## src/hw/rtl/sclp_pkg.sv

```systemverilog
// shared types, character codes and helpers of the serial command line parser
// no dependencies
`default_nettype none

package sclp_pkg;

    // width of each decimal field accumulator, 8 to 64
    localparam int AccWidth = 32;
    localparam int OutWidth = 32;

    typedef enum logic [2:0] {
        MODE_NONE    = 3'd0,
        MODE_MOVE    = 3'd1,
        MODE_HOME    = 3'd2,
        MODE_DELAY   = 3'd3,
        MODE_DISABLE = 3'd4,
        MODE_ENABLE  = 3'd5,
        MODE_COMMENT = 3'd6
    } mode_t;

    localparam logic [7:0] CHAR_SEMI  = 8'h3B;
    localparam logic [7:0] CHAR_COMMA = 8'h2C;
    localparam logic [7:0] CHAR_M     = 8'h4D;
    localparam logic [7:0] CHAR_A     = 8'h41;
    localparam logic [7:0] CHAR_H     = 8'h48;
    localparam logic [7:0] CHAR_D     = 8'h44;
    localparam logic [7:0] CHAR_B     = 8'h42;
    localparam logic [7:0] CHAR_V     = 8'h56;
    localparam logic [7:0] CHAR_S     = 8'h53;
    localparam logic [7:0] CHAR_C     = 8'h43;
    localparam logic [7:0] CHAR_0     = 8'h30;
    localparam logic [7:0] CHAR_9     = 8'h39;

    localparam logic [2:0] IDX_MAX = 3'd7;

    // accumulator shown on a 32 bit result field
    function automatic logic [OutWidth-1:0] to_out(input logic [AccWidth-1:0] v);
        logic [63:0] w;
        w = 64'(v);
        return w[OutWidth-1:0];
    endfunction

endpackage

`default_nettype wire

```

## src/hw/rtl/serial_command_line_parser.sv

```systemverilog
// Serial command line parser. Takes one ASCII byte per transaction on the char
// channel and returns one result transaction for every ';' that is not skipped.
// A byte is registered at the input, decoded against the line state in the next
// cycle and the result lands in an output register that drives res_valid. One
// byte is taken every cycle; the input stalls only when a ';' must write the
// output register while it still holds a result that the receiver stalls.
// Depends on sclp_pkg.
`default_nettype none

module serial_command_line_parser (
    input  wire logic        clk,
    input  wire logic        rst_n,
    input  wire logic        char_valid,
    output logic             char_stall,
    input  wire logic [7:0]  char_in,
    output logic             res_valid,
    input  wire logic        res_stall,
    output logic [2:0]       mode,
    output logic [31:0]      first_value,
    output logic [31:0]      second_value,
    output logic [31:0]      check_value,
    output logic             valid_res
);

    localparam int AccW = sclp_pkg::AccWidth;

    // input register
    logic             in_valid_reg;
    logic             in_valid_next;
    logic [7:0]       char_reg;

    // line state
    sclp_pkg::mode_t  mode_reg;
    sclp_pkg::mode_t  mode_next;
    logic [2:0]       idx_reg;
    logic [2:0]       idx_next;
    logic [AccW-1:0]  acc_reg [3];
    logic [AccW-1:0]  acc_next [3];
    logic             skip_reg;
    logic             skip_next;

    // result register
    logic             out_valid_reg;
    logic             out_valid_next;
    sclp_pkg::mode_t  out_mode_reg;
    logic [31:0]      out_first_reg;
    logic [31:0]      out_second_reg;
    logic [31:0]      out_check_reg;
    logic             out_ok_reg;

    logic             produce;
    logic             out_free;
    logic             fire;
    logic [1:0]       acc_sel;
    logic [AccW-1:0]  acc_cur;
    logic [AccW-1:0]  acc_dec;
    logic [31:0]      f1;
    logic [31:0]      f2;
    logic [31:0]      f3;
    logic             ok;

    assign acc_sel = 2'(idx_reg - 3'd1);
    assign acc_cur = acc_reg[acc_sel];
    assign acc_dec = (acc_cur << 3) + (acc_cur << 1) + AccW'(char_reg[3:0]);

    assign f1 = sclp_pkg::to_out(acc_reg[0]);
    assign f2 = sclp_pkg::to_out(acc_reg[1]);
    assign f3 = sclp_pkg::to_out(acc_reg[2]);
    assign ok = !((mode_reg == sclp_pkg::MODE_MOVE) && ((f1 + f2) != f3));

    always_comb
    begin
        mode_next = mode_reg;
        idx_next  = idx_reg;
        acc_next  = acc_reg;
        skip_next = 1'b0;
        produce   = 1'b0;
        if (!skip_reg)
        begin
            case (char_reg)
                sclp_pkg::CHAR_M: mode_next = sclp_pkg::MODE_MOVE;
                sclp_pkg::CHAR_H: mode_next = sclp_pkg::MODE_HOME;
                sclp_pkg::CHAR_D: mode_next = sclp_pkg::MODE_DELAY;
                sclp_pkg::CHAR_S: mode_next = sclp_pkg::MODE_DISABLE;
                sclp_pkg::CHAR_A,
                sclp_pkg::CHAR_B: mode_next = sclp_pkg::MODE_ENABLE;
                sclp_pkg::CHAR_V: mode_next = sclp_pkg::MODE_COMMENT;
                sclp_pkg::CHAR_C:
                begin
                    mode_next = sclp_pkg::MODE_COMMENT;
                    skip_next = 1'b1;
                    if (idx_reg != sclp_pkg::IDX_MAX)
                    begin
                        idx_next = idx_reg + 3'd1;
                    end
                end
                sclp_pkg::CHAR_COMMA:
                begin
                    if (idx_reg != sclp_pkg::IDX_MAX)
                    begin
                        idx_next = idx_reg + 3'd1;
                    end
                end
                sclp_pkg::CHAR_SEMI:
                begin
                    produce   = 1'b1;
                    mode_next = sclp_pkg::MODE_NONE;
                    idx_next  = 3'd0;
                    acc_next  = '{default: '0};
                end
                default:
                begin
                    // digits only land in fields one to three outside comments
                    if ((char_reg inside {[sclp_pkg::CHAR_0:sclp_pkg::CHAR_9]}) &&
                        (idx_reg inside {[3'd1:3'd3]}) &&
                        (mode_reg != sclp_pkg::MODE_COMMENT))
                    begin
                        acc_next[acc_sel] = acc_dec;
                    end
                end
            endcase
        end
    end

    assign out_free   = !out_valid_reg || !res_stall;
    assign fire       = in_valid_reg && (!produce || out_free);
    assign char_stall = in_valid_reg && !fire;

    always_comb
    begin
        in_valid_next = in_valid_reg;
        if (char_valid && !char_stall)
        begin
            in_valid_next = 1'b1;
        end
        else if (fire)
        begin
            in_valid_next = 1'b0;
        end
        out_valid_next = out_valid_reg;
        if (fire && produce)
        begin
            out_valid_next = 1'b1;
        end
        else if (out_valid_reg && !res_stall)
        begin
            out_valid_next = 1'b0;
        end
    end

    always_ff @(posedge clk or negedge rst_n)
    begin
        if (!rst_n)
        begin
            in_valid_reg  <= 1'b0;
            out_valid_reg <= 1'b0;
            mode_reg      <= sclp_pkg::MODE_NONE;
            idx_reg       <= 3'd0;
            acc_reg       <= '{default: '0};
            skip_reg      <= 1'b0;
        end
        else
        begin
            in_valid_reg  <= in_valid_next;
            out_valid_reg <= out_valid_next;
            if (fire)
            begin
                mode_reg <= mode_next;
                idx_reg  <= idx_next;
                acc_reg  <= acc_next;
                skip_reg <= skip_next;
            end
        end
    end

    always_ff @(posedge clk)
    begin
        if (char_valid && !char_stall)
        begin
            char_reg <= char_in;
        end
        if (fire && produce)
        begin
            out_mode_reg   <= mode_reg;
            out_first_reg  <= f1;
            out_second_reg <= f2;
            out_check_reg  <= f3;
            out_ok_reg     <= ok;
        end
    end

    assign res_valid    = out_valid_reg;
    assign mode         = out_mode_reg;
    assign first_value  = out_first_reg;
    assign second_value = out_second_reg;
    assign check_value  = out_check_reg;
    assign valid_res    = out_ok_reg;

endmodule

`default_nettype wire

```

## config.mk

```make
export PLATFORM = sky130hd
export DESIGN_NAME = serial_command_line_parser
export DESIGN_NICKNAME = d
export VERILOG_FILES = /design/src/hw/rtl/sclp_pkg.sv /design/src/hw/rtl/serial_command_line_parser.sv
export SDC_FILE = /design/constraint.sdc
export NUM_CORES = 1
export LEC_CHECK = 0
export ABC_CLOCK_PERIOD_IN_PS = 7350
export BUFFER_PORTS_ARGS = -buffer_cell sky130_fd_sc_hd__buf_2
export CORE_MARGIN = 1.5
export CORE_UTILIZATION = 55
export CTS_CLUSTER_DIAMETER = 150
export DETAILED_ROUTE_END_ITERATION = 10
export PLACE_DENSITY_LB_ADDON = 0.25
export SLEW_MARGIN = 40
export SYNTH_ARGS = -nofsm -noshare
export SYNTH_HDL_FRONTEND = slang
export SYNTH_SLANG_ARGS = --single-unit
```

## constraint.sdc

```tcl
create_clock -name clk -period 7.35 [get_ports clk]
set_clock_uncertainty 0.2 [all_clocks]
set_input_delay 0.3675 -clock clk [delete_from_list [all_inputs] [get_ports clk]]
set_output_delay 0.3675 -clock clk [all_outputs]
set_load 0.01 [all_outputs]
```

==> results.cfg, run 1 <==
[status]
status = finished, final reports clean

[power_and_ir_drop]
switching_share = 0.2454
power_frac_comb = 0.091
power_w = 0.002563
netSwitchingPower_w = 0.0006290
irDropWorstVdd_uv = 178.9
p_int_w = 0.001934
pwr-share-clk = 0.405
seqPwrFrac = 0.503
power_density_mw_per_mm2 = 184.8
power.leakage_nw = 6.347

[die]
core_area_sq_mm = 0.02182
fp-row-count = 54
die-area_sq_mm = 0.02320
io_pins = 114
fp.dieW_um = 152.3
die_h_um = 152.3
initial_utilization = 0.5618

[setup_path]
cp_slowest_cell = a221oi_1
path_class = flop to flop
required_ns = 7.56
cp.arrival_ns = 6.13
critPathTopFamily = compound AO/OA/AOI/OAI gates
cp-end-kind = flop
cp_common_cell = ha_1
path_depth = 18
r2r_start = idx_reg[1]
reg2reg_depth = 18
worstReg2RegEnd = f2[30]
cp-start-kind = flop
slowest_delay_ns = 0.50
worstPathCellList = ha_1, and2_0, buf_4, nand2_1, o21ai_0, ha_1, ha_1, fa_1, a211oi_1, o211ai_1, a31oi_1, o31ai_1, a221oi_1, a31oi_1, a21oi_1, o21ai_0, xor2_1, a22o_1
crit_buf_inv = 1
worst-path-max-fanout = 27
rrSetupSlack_ns = 1.43

[clock_tree]
cts_max_level = 1
cts.reportedPaths.clkPinSlew_ns = 0.06
numCtsBuffers = 21
clkLatencyLatePin_ns = 0.52
clockBufferDepth = 3
clkSinkCount = 213
cts_tree = built
cts_setup_buffers = 0
clockRootBuffer = clkbuf_16

[synth]
synth_ff_type = edfxtp_1
ys_top_cells_by_count = edfxtp_1, dfrtp_1, nand2_1
async_flop_share = 0.4930
synthTopCellsByArea = edfxtp_1, dfrtp_1, ha_1
syn-cell-area_sq_mm = 0.01226
synth.avg_cell_area_sq_um = 10.81
syn_nets = 1244
synth_edf_count = 108
synthCells = 1134
synthDistinctLibCells = 73
synth_area_leader_cell = edfxtp_1
yosysMostFrequentCell = edfxtp_1
ys_warn_count = 0
synth-seq-cells = 213
yosysTopAreaCellShare = 0.2645
ys_seq_area_frac = 0.4788

[finish]
drive_above_1_share = 0.1435
num-nets-final = 1356
area_growth_pct = 13.11
n_fill_cell = 1755
diodes = 0

[grt]
grt_pass1_wl_um = 49760
antenna_found_initial = 0
grt_pass1_vias = 9255
grt-ovfl-total = 0
grt_usage = 0.2665
grt_max_degree = 57

[sta]
rsz0062_at_grt = no
finalCritPeriodShare = 0.8052
hold_viol = 0
min_period_ns = 5.919
setup_viol = 0
relSlewSlack = 0.4133
worst_pin_slew_ns = 0.8800
setup_tns_ns = 0
drv_slew = 0
fmax_mhz = 169.0

[detailed_routing]
drcViolationCount = 0
antenna_left = 0
drt-vias-per-instance = 6.133
first_iter_violations = 628
wirelength_um = 31010
routedWlPerCell_um = 20.12
num_vias = 9451
drt_pre_antenna_iters = 5

[place]
port_buffers = 113
finalWeightedCongestion = 0.9523
dp_hpwl_um = 22770

[min_path]
hold_class = primary input to async pin

[job]
maxCapViolCount = 0
-- layer usage --
metal / global-route usage / share of wire
met3: 0.03242 / 0.060
met2: 0.4353 / 0.47
met1: 0.3825 / 0.46
met4: 0.06195 / 0.018
met5: 0 / 0
-- worst reg2reg max path, delay by kind of cell (launching register included) --
kind,cells,cell delay (ns)
xor gates and xnor gates,1,0.20
adders and majority gates,4,1.30
buffers and inverters,1,0.40
AOI/OAI and AO/OA,10,2.92
and+or+nand+nor,2,0.36
DFF,1,0.43
-- cell type report --
cell class / count / area, sq um / share of cell area
Clock buffer: 28 / 571.8 / 0.04123
Clock inverter: 10 / 93.84 / 0.006767
Inverter: 20 / 77.57 / 0.005594
Multi-Input combinational cell: 855 / 6142 / 0.4429
Sequential cell: 213 / 5872 / 0.4234
Tap cell: 280 / 350.3 / 0.02526
Timing Repair Buffer: 135 / 760.7 / 0.05485
-- kinds of logic after synthesis --
family	after synthesis	synth area share
compound gates	360	0.2002
flops	213	0.4788
mux	39	0.03204
xor+xnor	67	0.04786
buf+inv	66	0.02317
simple gates	291	0.1160
fa+ha+maj	98	0.1018
-- placed cells by master (no fill, tap or decap), types with 6 or more instances in the layout --
cell type	Yosys	layout
and2_1	6	6
nor4_1	9	9
inv_1	20	19
o31ai_1	7	7
ha_1	95	95
a211oi_1	10	10
nor3_1	15	15
or3_1	6	6
nand4_1	18	18
dlygate4sd3_1	0	11
nand2b_1	10	10
o21a_1	13	13
mux2i_1	37	37
buf_4	1	12
a22o_1	88	88
xnor2_1	43	43
o21bai_1	7	7
nor2_1	60	59
o21ai_0	86	86
edfxtp_1	108	108
clkbuf_16	0	21
a31oi_1	10	10
nand2_1	104	104
nand3_1	16	16
o211ai_1	7	7
and3_1	13	13
buf_2	8	112
xor2_1	24	24
a21o_1	19	19
dfrtp_1	105	104
a21oi_1	68	68
-- worst max path at each step --
stage                           from  endpoint  slack [ns]
after floorplan           idx_reg[0]    f2[30]        1.82
after global placement    idx_reg[1]    f3[30]        1.84
after detailed placement  idx_reg[1]    f1[30]        1.59
after CTS                 idx_reg[1]    f2[30]        1.57
after global routing      idx_reg[1]    f2[30]        1.10
final                     idx_reg[1]    f2[30]        1.43
-- per-stage QoR --
stage	hold slack, ns	instances	cell area, sq um	util	worst slack, ns
2_1_floorplan	-0.1281	1134	12260	-	1.820
3_3_place_gp	0.2030	1492	13070	0.5988	1.839
3_5_place_dp	0.2105	1492	13080	0.5991	1.589
4_1_cts	0.2162	1541	13850	0.6347	1.566
5_1_grt	0.2948	1541	13870	0.6355	1.100
6_report	0.1861	1541	13870	0.6355	1.431
-- power by group through the flow --
stage,registers [W],clock network [W],logic [W]
finish,0.00129,0.00104,0.000234
global route,0.00129,0.00110,0.000256
CTS,0.00129,0.00106,0.000231
detailed placement,0.00131,0,0.000225
global placement,0.00131,0,0.000216
floorplan,0.00131,0,0.000154
-- timing repair --
action	in CTS	in global routing
gates resized for setup	0	0
hold endpoints to repair	59	0
hold buffers	11	0
Power figures use the tool's default switching activity.
==> run 2: changes to the inputs <==
--- a/config.mk
+++ b/config.mk
@@ -5,7 +5,8 @@
 export SDC_FILE = /design/constraint.sdc
 export NUM_CORES = 1
 export LEC_CHECK = 0
-export ABC_CLOCK_PERIOD_IN_PS = 7350
+export ABC_AREA = 1
+export ABC_CLOCK_PERIOD_IN_PS = 5100
 export BUFFER_PORTS_ARGS = -buffer_cell sky130_fd_sc_hd__buf_2
 export CORE_MARGIN = 1.5
 export CORE_UTILIZATION = 55
==> constraint.sdc (replaced) <==
create_clock -name clk -period 5.1 [get_ports clk]
set_clock_uncertainty 0.2 [all_clocks]
set_input_delay 0.255 -clock clk [delete_from_list [all_inputs] [get_ports clk]]
set_output_delay 0.255 -clock clk [all_outputs]
set_load 0.01 [all_outputs]
==> run 2 against run 1 <==
First-iteration DRC count grew 81%. Total power up 120%. Critical path type unchanged. Synthesized cell count grew 42%. Critical path depth increased by 2. Die area is 7.1% higher. Clock-buffer cell count rose by 3. Highest routed layer unchanged. Non-clock buffer count up 1. Via count is 23% higher. Worst setup slack worse by 0.58 ns. Register-to-register slack lost 0.58 ns.
==> results.cfg, run 2 <==
[die]
fp-row-count = 56
core_area_sq_mm = 0.02347
io_pins = 114
initial_utilization = 0.5601
die_h_um = 157.6
fp.dieW_um = 157.6
die-area_sq_mm = 0.02484

[sta]
fmax_mhz = 235.6
hold_viol = 0
setup_ws_ns = 0.8549
finalCritPeriodShare = 0.8324
setup_viol = 0
drv_slew = 0
worst_pin_slew_ns = 0.8165
setup_tns_ns = 0
rsz0062_at_grt = no
min_period_ns = 4.245
relSlewSlack = 0.4557

[clock_tree]
cts_tree = built
cts_max_level = 1
numCtsBuffers = 23
cts_setup_buffers = 0
clockRootBuffer = clkbuf_16
cts.reportedPaths.clkPinSlew_ns = 0.06
clkSinkCount = 213
clkLatencyLatePin_ns = 0.53
clockBufferDepth = 3
cts_resized = 0
cts_hold_buf = 11

[grt]
antenna_found_initial = 0
grt_pass1_wl_um = 61040
grt_pass1_vias = 11060
grt_max_degree = 87
grt-ovfl-total = 0
grt_usage = 0.3260

[setup_path]
worst-path-max-fanout = 19
cp_slowest_cell = fa_1
cp.arrival_ns = 4.42
cp-start-kind = flop
required_ns = 5.27
cp-end-kind = flop
slowest_delay_ns = 0.50
crit_buf_inv = 3
critPathTopFamily = adder cells
worstPathCellList = ha_1, buf_4, nand2_1, buf_4, o21a_1, fa_1, inv_1, ha_1, nand3_1, nand2_1, nand2_1, nand2_1, a21oi_1, o21ai_1, nand2_1, nand2_1, nand2_1, nand3b_1, nand3_1, o21ai_0
path_class = flop to flop
cp_common_cell = nand2_1

[detailed_routing]
first_iter_violations = 1136
routedWlPerCell_um = 19.06
drt-vias-per-instance = 5.595
num_vias = 11610
antenna_left = 0
wirelength_um = 39550
drcViolationCount = 0
drt_pre_antenna_iters = 5

[synth]
yosysMostFrequentCell = nand2_1
syn-cell-area_sq_mm = 0.01315
yosysTopAreaCellShare = 0.2467
ys_top_cells_by_count = nand2_1, inv_1, nor2_1
synth.avg_cell_area_sq_um = 8.181
async_flop_share = 0.4930
synth_area_leader_cell = edfxtp_1
ys_seq_area_frac = 0.4466
synthDistinctLibCells = 48
synth-seq-cells = 213
syn_nets = 1717
synth_edf_count = 108
ys_warn_count = 0
synthCells = 1607
synthTopCellsByArea = edfxtp_1, dfrtp_1, nand2_1
synth_ff_type = edfxtp_1

[finish]
drive_above_1_share = 0.1014
mostFrequentLayoutCells = nand2_1, inv_1, nor2_1
num-nets-final = 1849
area_growth_pct = 13.03
n_fill_cell = 2038
fin_cells = 2075
multiInputGateArea_sq_mm = 0.006118
diodes = 0
final_common_cell = nand2_1
final_core_util = 0.6330
register_area_sq_mm = 0.005871

[status]
status = finished, final reports clean

[place]
dp_cells = 2022
dp_hpwl_um = 30240
finalWeightedCongestion = 0.9809
port_buffers = 113
dpl_worst_slack_ns = 0.9240

[power_and_ir_drop]
irDropWorstVdd_uv = 313.5
power_density_mw_per_mm2 = 382.1
power_w = 0.005678
power.leakage_nw = 7.260

[job]
maxCapViolCount = 0

[min_path]
hold_class = primary input to async pin
[run 2: final cells by class]
cell class	count	area share
clock buffers	31	0.04429
clock inverters	11	0.005726
inverters	250	0.06383
multi-input cells	1115	0.4118
flip-flops and latches	213	0.3951
well taps	319	0.02686
repair buffers	136	0.05246
[run 2: kinds of logic after synthesis]
group / after synthesis / synth area share
AO/OA/AOI/OAI: 271 / 0.1190
XOR/XNOR: 42 / 0.02903
flip-flops: 213 / 0.4466
AND/OR/NAND/NOR: 704 / 0.2224
adder cells (fa/ha/maj): 98 / 0.09498
buffers and inverters: 279 / 0.08804
[run 2: per-layer routing]
metal	wire, um	GRT usage	share of wire	vias to the layer above
met2	17490	0.5085	0.44	498
met4	926	0.08580	0.023	0
met5	0	0	0	-
li1	-	-	-	5617
met1	17880	0.4708	0.45	5436
met3	3253	0.05639	0.082	58
[run 2: worst reg2reg max path, delay by kind of cell (launching register included)]
| family | cells | cell delay, ns |
|---|---|---|
| adders and majority gates | 3 | 1.12 |
| buffers and inverters | 3 | 0.49 |
| AOI/OAI and AO/OA | 4 | 0.76 |
| and+or+nand+nor | 10 | 1.08 |
| DFF | 1 | 0.44 |
[run 2: where the power goes]
part | internal, W | switching, W
clock network | 0.000958 | 0.000687
registers | 0.00183 | 0.0000362
logic | 0.000694 | 0.00147
[run 2: final timing paths]
kind,cells after the start,startpoint,to,slack [ns]
worst min-delay path,2,rst_n,f1[0],0.06
max in group asynchronous,3,rst_n,f1[20],3.59
worst max register to register,20,idx_reg[1],f3[21],0.85
min in group clk,2,char_in[3],char_reg[3],0.24
worst min register to register,0,f3[18],check_value[18],0.28
worst max-delay path,20,idx_reg[1],f3[21],0.85
[run 2: per-stage QoR]
step	hold slack, ns	cell area [sq um]
after detailed placement	0.1602	14000
final	0.06086	14860
after global routing	0.1163	14860
after CTS	0.1568	14860
after global placement	0.1548	13980
after floorplan	-0.2406	13150
==> run 3: changes to the inputs <==
--- a/config.mk
+++ b/config.mk
@@ -6,7 +6,7 @@
 export NUM_CORES = 1
 export LEC_CHECK = 0
 export ABC_AREA = 1
-export ABC_CLOCK_PERIOD_IN_PS = 5100
+export ABC_CLOCK_PERIOD_IN_PS = 3600
 export BUFFER_PORTS_ARGS = -buffer_cell sky130_fd_sc_hd__buf_2
 export CORE_MARGIN = 1.5
 export CORE_UTILIZATION = 55
==> constraint.sdc (replaced) <==
create_clock -name clk -period 3.6 [get_ports clk]
set_clock_uncertainty 0.2 [all_clocks]
set_input_delay 0.18 -clock clk [delete_from_list [all_inputs] [get_ports clk]]
set_output_delay 0.18 -clock clk [all_outputs]
set_load 0.01 [all_outputs]
==> run 3 against run 2 <==
Global-route usage hardly changed. Final cell count up 4.2%. Sequential share of layout area fell by 3.0 points. Final area is 8.1% higher. Highest routed layer unchanged.
==> results.cfg, run 3 (same netlist as run 2, synthesis figures left out) <==
[die]
initial_utilization = 0.5601
core_area_sq_mm = 0.02347
die-area_sq_mm = 0.02484
die_h_um = 157.6
fp-row-count = 56
io_pins = 114
fp.dieW_um = 157.6

[grt]
grt_pass1_wl_um = 61270
grt-ovfl-total = 0
antenna_found_initial = 0
grt_max_degree = 101
grt_usage = 0.3265
grt_pass1_vias = 11260

[finish]
final_common_cell = nand2_1
mostFrequentLayoutCells = nand2_1, inv_1, buf_2
design_area_sq_mm = 0.01607
drive_above_1_share = 0.1866
area_growth_pct = 22.20
diodes = 0
final_core_util = 0.6844
num-nets-final = 1937

[detailed_routing]
drt_pre_antenna_iters = 6
drt-vias-per-instance = 5.582
num_vias = 12070
routedWlPerCell_um = 18.53
wirelength_um = 40090
antenna_left = 0
drcViolationCount = 0
first_iter_violations = 1024

[setup_path]
rrSetupSlack_ns = 0.04
cp_slowest_cell = fa_1
cp_common_cell = nand3_1
cp-start-kind = flop
worstReg2RegEnd = f3[22]
cp-end-kind = flop
r2r_start = idx_reg[1]
required_ns = 3.78
path_class = flop to flop
slowest_delay_ns = 0.53
worstPathCellList = ha_4, nand2_2, buf_12, o21a_1, fa_1, inv_2, fa_2, a31o_4, a31oi_4, inv_1, nand3_1, nand2_1, or2_4, nand3_1, o21ai_0
worst-path-max-fanout = 21
reg2reg_depth = 15
cp.arrival_ns = 3.75

[clock_tree]
clockBufferDepth = 3
clkSinkCount = 213
cts_max_level = 1
cts_tree = built
numCtsBuffers = 24
clockRootBuffer = clkbuf_16
cts.reportedPaths.clkPinSlew_ns = 0.06
clkLatencyLatePin_ns = 0.53

[power_and_ir_drop]
irDropWorstVdd_uv = 416.9
power_density_mw_per_mm2 = 579.1
power.leakage_nw = 7.809

[place]
dp_hpwl_um = 30600
port_buffers = 113
finalWeightedCongestion = 1.010
dpl-instance-area_sq_mm = 0.01476
dpl_worst_slack_ns = -0.03764

[job]
maxCapViolCount = 0

[sta]
setup_tns_ns = 0
fin_hold_ws_ns = 0.02689
setup_ws_ns = 0.03670
min_period_ns = 3.563
rsz0062_at_grt = yes
drv_slew = 0
hold_viol = 0
worst_pin_slew_ns = 0.7622
setup_viol = 0
fmax_mhz = 280.6
finalCritPeriodShare = 0.9898
relSlewSlack = 0.4919

[status]
status = finished, final reports clean

[min_path]
hold_class = primary input to async pin
[run 3: changes by cell type in the layout (fill, tap and decap cells not counted), sizes merged]
cell | before | now
buf | 125 | 212
clkbuf | 31 | 33
bufinv | 1 | 2
inv | 252 | 250
[run 3: worst max path at each step]
stage,from,endpoint,slack (ns)
5_1_grt,idx_reg[0],f2[27],-0.17
4_1_cts,idx_reg[1],f3[24],-0.01
2_1_floorplan,idx_reg[0],f1[23],-0.17
3_5_place_dp,idx_reg[1],f3[22],-0.04
6_report,idx_reg[1],f3[22],0.04
3_3_place_gp,idx_reg[0],f1[23],0.02
[run 3: routing by layer]
| metal | GRT usage | wire (um) | vias to the layer above |
|---|---|---|---|
| met4 | 0.1114 | 1285 | 0 |
| met1 | 0.4596 | 17350 | 5656 |
| li1 | - | - | 5785 |
| met3 | 0.05393 | 3442 | 78 |
| met2 | 0.5131 | 18010 | 555 |
| met5 | 0 | 0 | - |
[run 3: what timing repair did]
action,in CTS,in global routing
hold buffers,11,0
pin swaps,4,24
endpoints found under the setup margin,19,70
setup buffers,3,4
endpoints found under the hold margin,93,0
gates resized for setup,3,87
[run 3: cell type report]
class | count | area (sq um)
timing repair buffer | 223 | 1470
sequential | 213 | 5871
fill | 1924 | 7407
clock inverter | 10 | 107.6
multi-input combinational | 1115 | 6584
tap | 319 | 399.1
inverter | 250 | 947.2
clock buffer | 33 | 686.9
[run 3: metrics by stage]
stage	total power (W)	instances
finish	0.009304	2163
global route	0.009781	2163
CTS	0.008847	2159
detailed placement	0.006362	2102
global placement	0.006290	2102
floorplan	0.005034	1607
[run 3: worst max-delay path, delay by kind of cell (launching register included)]
| kind | cells | cell delay (ns) |
|---|---|---|
| AO/OA/AOI/OAI | 4 | 0.72 |
| adder cells (fa/ha/maj) | 3 | 1.20 |
| buffers and inverters | 3 | 0.30 |
| AND/OR/NAND/NOR | 5 | 0.58 |
| flip-flops | 1 | 0.41 |
[run 3: where the power goes]
part | total [W] | switching (W) | internal, W
clock network | 0.00247 | 0.000994 | 0.00148
registers | 0.00265 | 0.0000542 | 0.00260
logic | 0.00418 | 0.00245 | 0.00174
